[src/rtl/sfc_pkg.sv]
// Shared constants and types for the sphere frustum cull test.
`timescale 1ns / 1ps

package sfc_pkg;

  // Geometry of the plane store and the operand formats.
  localparam int NUM_PLANES  = 4;
  localparam int COORD_WIDTH = 32;
  localparam int NORM_WIDTH  = 16;
  localparam int NORM_FRAC   = 15;
  localparam int IDX_WIDTH   = 2;

  // Datapath widths: one product, the offset plus radius, and the full distance.
  localparam int PROD_WIDTH  = NORM_WIDTH + COORD_WIDTH;
  localparam int BIAS_WIDTH  = COORD_WIDTH + 1;
  localparam int SUM_WIDTH   = PROD_WIDTH + 2;

  // Item operation codes.
  localparam logic OP_LOAD = 1'b0;
  localparam logic OP_TEST = 1'b1;

  // One stored side plane.
  typedef struct packed {
    logic [NORM_WIDTH-1:0]  nx;
    logic [NORM_WIDTH-1:0]  ny;
    logic [NORM_WIDTH-1:0]  nz;
    logic [COORD_WIDTH-1:0] offset;
  } plane_t;

endpackage

[src/rtl/sfc_plane_dist.sv]
// Two-stage signed distance of a sphere against one plane, widened by the radius.
`timescale 1ns / 1ps

module sfc_plane_dist (
  input  logic                                   clk,
  input  logic                                   en,
  input  sfc_pkg::plane_t                        plane_i,
  input  logic signed [sfc_pkg::COORD_WIDTH-1:0] cx_i,
  input  logic signed [sfc_pkg::COORD_WIDTH-1:0] cy_i,
  input  logic signed [sfc_pkg::COORD_WIDTH-1:0] cz_i,
  input  logic [sfc_pkg::COORD_WIDTH-2:0]        radius_i,
  output logic                                   reach_ok_o
);

  logic signed [sfc_pkg::PROD_WIDTH-1:0] px_nxt, py_nxt, pz_nxt;
  logic signed [sfc_pkg::PROD_WIDTH-1:0] px_r, py_r, pz_r;
  logic signed [sfc_pkg::BIAS_WIDTH-1:0] bias_nxt, bias_r;
  logic signed [sfc_pkg::SUM_WIDTH-1:0]  sa_nxt, sb_nxt, sa_r, sb_r, total;

  // Products of the normal and the center, and the offset plus the radius.
  always_comb begin
    px_nxt   = $signed(plane_i.nx) * cx_i;
    py_nxt   = $signed(plane_i.ny) * cy_i;
    pz_nxt   = $signed(plane_i.nz) * cz_i;
    bias_nxt = $signed({plane_i.offset[sfc_pkg::COORD_WIDTH-1], plane_i.offset})
             + $signed({2'b00, radius_i});
  end

  always_ff @(posedge clk) begin
    if (en) begin
      px_r   <= px_nxt;
      py_r   <= py_nxt;
      pz_r   <= pz_nxt;
      bias_r <= bias_nxt;
    end
  end

  // Pairwise partial sums; the offset and radius move to the product scale.
  always_comb begin
    sa_nxt = sfc_pkg::SUM_WIDTH'(px_r) + sfc_pkg::SUM_WIDTH'(py_r);
    sb_nxt = sfc_pkg::SUM_WIDTH'(pz_r)
           + (sfc_pkg::SUM_WIDTH'(bias_r) <<< sfc_pkg::NORM_FRAC);
  end

  always_ff @(posedge clk) begin
    if (en) begin
      sa_r <= sa_nxt;
      sb_r <= sb_nxt;
    end
  end

  // The sphere reaches the inner side when distance plus radius is not negative.
  assign total      = sa_r + sb_r;
  assign reach_ok_o = ~total[sfc_pkg::SUM_WIDTH-1];

endmodule

[config.mk]
export PLATFORM = sky130hd
export DESIGN_NAME = sfc_plane_dist
export DESIGN_NICKNAME = d
export VERILOG_FILES = /design/src/rtl/sfc_pkg.sv /design/src/rtl/sfc_plane_dist.sv
export SDC_FILE = /design/constraint.sdc
export NUM_CORES = 2
export LEC_CHECK = 0
export BUFFER_PORTS_ARGS = -buffer_cell sky130_fd_sc_hd__buf_4
export CAP_MARGIN = 20
export CORE_ASPECT_RATIO = 1.4
export CORE_UTILIZATION = 40
export DETAILED_ROUTE_END_ITERATION = 7
export PLACE_DENSITY = 0.51
export SYNTH_ARGS = -nofsm -noshare
export SYNTH_HDL_FRONTEND = slang
export SYNTH_SLANG_ARGS = --single-unit
[constraint.sdc]
create_clock -name clk -period 10.7 [get_ports clk]
set_input_delay 1.605 -clock clk [delete_from_list [all_inputs] [get_ports clk]]
set_output_delay 1.605 -clock clk [all_outputs]
set_load 0.005 [all_outputs]
# After elaboration in Yosys (flattened, before gate mapping)
# Cells that the tools add are included.
[word_totals]
ff_bits = 277
inputBits = 209
ram_bits = 0
latchBits = 0
n_memories = 0
wordCells = 14
output_inout_bits = 1
rom_bits = 0
[classes]
order_cmp = 0
add_sub_neg = 4
multipliers = 3
reduce_logical = 0
shift = 0
n_div = 0
muxes = 0
n_eq_ne = 0
n_bitwise = 1
[op_table]
columns = ["cell", "count"]
rows = [
  ["16-bit by 32-bit multiplier with 48-bit output", 3],
  ["48-bit by 48-bit adder with 49-bit output", 2],
  ["50-bit adder", 1],
  ["32-bit by 32-bit adder with 33-bit output", 1],
  ["1-bit inverter", 1],
]

# Depth between registers and ports, before layout
[logic_depth]
word_depth = 2
mapped_depth = 27
mapped_depth_nobuf = 25

# Worst setup path after synthesis
# Ideal clock, no wire load.
[synth_path]
path_type = "input-to-reg"
start = "input port cx_i[10] (netlist bit)"
end = "register px_r[46] (netlist bit) (data pin)"
path_buffers = 1
stages = 22
t_arrival_ps = 7414
setup_slack_ps = 3024
t_required_ps = 10438
setup_time_ps = 262
path_cell_list = "clkbuf_1 > nand2_1 > fa_1 > fa_1 > fa_1 > fa_1 > inv_1 > fa_1 > inv_1 > fa_1 > inv_1 > ha_1 > a21o_1 > a21o_1 > a2111o_1 > a21oi_1 > o31ai_2 > a211oi_2 > o21ai_2 > a2111oi_2 > o21ai_1 > xor2_1"
[synth_via]
elab_chain_len = 1
[synth_lines]
columns = ["item", "line_no", "text"]
rows = [
  ["from (decl)", "sfc_plane_dist.sv:8", "input logic signed [sfc_pkg::COORD_WIDTH-1:0] cx_i,"],
  ["16-bit by 32-bit multiplier with 48-bit output", "sfc_plane_dist.sv:22", "px_nxt = $signed(plane_i.nx) * cx_i;"],
  ["named net px_nxt, one bit", "sfc_plane_dist.sv:15", "logic signed [sfc_pkg::PROD_WIDTH-1:0] px_nxt, py_nxt, pz_nxt;"],
  ["to (signal assigned)", "sfc_plane_dist.sv:31", "px_r <= px_nxt;"],
  ["to (decl)", "sfc_plane_dist.sv:16", "logic signed [sfc_pkg::PROD_WIDTH-1:0] px_r, py_r, pz_r;"],
]
# The timed path passes the listed nets, and every way through them passes these cells.
# A chain may end at the register's enable or synchronous reset.

# Worst setup path after layout
[layout_path]
start = "input port plane_i[79] (netlist bit)"
end = "register px_r[46] (netlist bit) (data pin)"
[layout_via]
elab_chain_len = 1
[layout_lines]
columns = ["item", "line_no", "text"]
rows = [
  ["from (decl)", "sfc_plane_dist.sv:7", "input sfc_pkg::plane_t plane_i,"],
  ["16-bit by 32-bit multiplier with 48-bit output", "sfc_plane_dist.sv:22", ""],
  ["named net px_nxt, one bit", "sfc_plane_dist.sv:15", ""],
]
# The timed path passes the listed nets, and every way through them passes these cells.

==> impl_metrics.csv <==
group,metric,value,unit
grt,grt_pass1_vias,53400,
drt,wirelength,181000,um
critical_path,ff2ff_setup_slack,6.94,ns
drt,vias_per_cell,5.04,
grt,grt.overflow.total,0,
synth,synth_top_cell_by_area,"fa_1",
cts,cts_root_buf,"clkbuf_16",
timing,finalHoldViolCount,0,
floorplan,fp.dieW,351,um
outcome,status,"finished, final reports clean",
floorplan,core-area,169000,um2
synth,yosys_most_used_dff,"edfxtp_1",
critical_path,critPathCaptureType,"register",
synth,syn_inst,7217,
critical_path,crit_type,"in -> reg",
cells_and_area,seqCellArea,8260,um2
synth,synth_cell_types,79,
cells_and_area,final_common_cell,"inv_1",
drt,antenna_left,0,
synth,synthTopCellsByArea,"fa_1, edfxtp_1, inv_1",
timing,rsz0062_at_grt,"false",
placed_design,gp_congestion,0.863,
timing,finalSetupTns,0,ns
timing,worstMarginPinSlew,0.945,ns
cells_and_area,nFillCells,16800,
drt,drc,0,
floorplan,die_h,490,um
floorplan,die_area,172000,um2
grt,grt_max_degree,78,
drt,num_vias,47600,
synth,synth.ff_latch_count,275,
cells_and_area,diodes,0,
critical_path,worstPathRequired,11.09,ns
critical_path,cp-start-kind,"input pin",
timing,fin_crit,8.11,ns
timing,setup_viol,0,
cts,cts_resized,0,
job,drv_cap,0,
cts,cts_tree,"yes",
drt,dr.pass1.iters,7,
timing,period_share,75.8,%
cells_and_area,area_delta_synth_final,6.45,%
placed_design,dp.final_hpwl,149000,um
cts,cts_buffer_depth,3,
cts,htreeDepth,1,
critical_path,crit_fanout,28,
cells_and_area,final_nets,9353,
placed_design,numPortBuffers,209,
timing,fmax,123,MHz
drt,routedWlPerCell,19.2,um
cts,clk_pin_slew,0.07,ns
synth,synthArstFlopShare,0,%
synth,synth_nets,9389,
grt,grt_antenna_before_repair,4,
critical_path,arrival,8.50,ns
cells_and_area,multiInputGateArea,52300,um2
synth,synth_area_per_cell,9.43,um2
grt,grt_pass1_wl,294000,um
timing,relSlewSlack,37.0,%
synth,syn_area,68100,um2
synth,synth_edf_count,275,
cts,cts_buffers,31,
timing,skew,0.0325,ns
cts,post-cts-setup-buffers,0,
worst_hold_path,min_path_type,"reg -> reg",
synth,ys_warn_count,0,
cts,insertion_delay,0.60,ns
cells_and_area,drive_gt1_share,4.05,%
cells_and_area,mostFrequentLayoutCells,"inv_1, fa_1, nand2_1",
synth,ys_seq_area_share,12.1,%
synth,synth_top_area_share,43.0,%
floorplan,fp-row-count,178,
floorplan,start_util,40.4,%
drt,drt_iter0_markers,2046,
cts,cts.sinks,275,
floorplan,ios,210,
grt,grt_use_total,21.9,%
timing,slew_violations,0,
cts,hold_buffers,0,
-- registers in the layout, indices dropped and copies added, names as in the netlist --
name and count:
sa_r 49, sb_r 49, px_r 48, py_r 48
pz_r 48, bias_r 33
-- per-layer routing --
metal | track usage, % | vias to the layer above | share of wire, %
li1 | - | 21700 | -
met1 | 25.5 | 24700 | 38
met2 | 42.4 | 911 | 55
met3 | 1.32 | 293 | 2.8
met4 | 6.38 | 4 | 3.4
met5 | 0 | - | 0.028
-- critical path, cell delays in order --
cell and delay (ns):
buf_4 0.16, inv_2 0.56, nor2_1 0.12, fa_1 0.53, fa_1 0.45, fa_1 0.53
fa_1 0.43, fa_1 0.51, inv_1 0.06, fa_1 0.51, inv_1 0.05, ha_1 0.38
a21o_1 0.21, a21o_1 0.20, a2111o_1 0.38, a21oi_1 0.20, o31ai_2 0.15, a211oi_2 0.41
o21ai_2 0.15, a2111oi_2 0.46, o21ai_1 0.14, xor2_1 0.28
-- worst paths after layout --
| check | to | depth (start not counted) | start |
|---|---|---|---|
| setup / recovery | px_r[46] | 22 | plane_i[79] |
| hold / removal | sb_r[5] | 0 | pz_r[5] |
| setup reg to reg | sa_r[42] | 13 | py_r[0] |
| hold reg to reg | sb_r[5] | 0 | pz_r[5] |
-- cell usage after synthesis, drive strengths merged (8+ instances only) --
cell type  number
inv          1712
fa           1461
nand2         917
and2          633
ha            502
edfxtp        275
clkbuf        270
a21oi         238
nor2          185
xnor2         182
a21o          162
o21ai         132
xor2           77
nand3          46
nand4          46
o21bai         39
nand2b         37
nor2b          34
o21a           26
a31oi          22
nor3           22
and3           21
a211oi         20
o211ai         19
and4           11
buf            11
o41ai          10
o31ai           9
a41oi           8
-- final cells by class --
type                       count  area share, %
tap                         2250           3.89
clock buffer                  34           1.09
multi-input combinational   4949           72.2
clock inverter                21          0.354
inverter                    1712           8.87
timing repair buffer         212           2.21
sequential                   275           11.4
-- metrics by stage --
step / util [%] / hold WS (ns) / area [um2] / cells / worst slack (ns)
after floorplan: - / 0.400 / 68100 / 7217 / 3.02
after global placement: 42.4 / 0.407 / 71400 / 9398 / 1.98
after detailed placement: 42.4 / 0.408 / 71400 / 9398 / 1.94
after CTS: 43.0 / 0.415 / 72400 / 9453 / 2.57
after global routing: 43.0 / 0.418 / 72400 / 9453 / 2.27
final: 43.0 / 0.410 / 72400 / 9453 / 2.59
-- kinds of logic after synthesis --
kind of cell	synth area share, %
compound gates	7.25
xor+xnor	3.33
simple gates	14.0
buf+inv	11.0
fa+ha+maj	52.2
mux	0.0147
flops	12.1
Power is not shown: default switching activity piles up to over one toggle a cycle in this logic, so the estimate is an artifact.
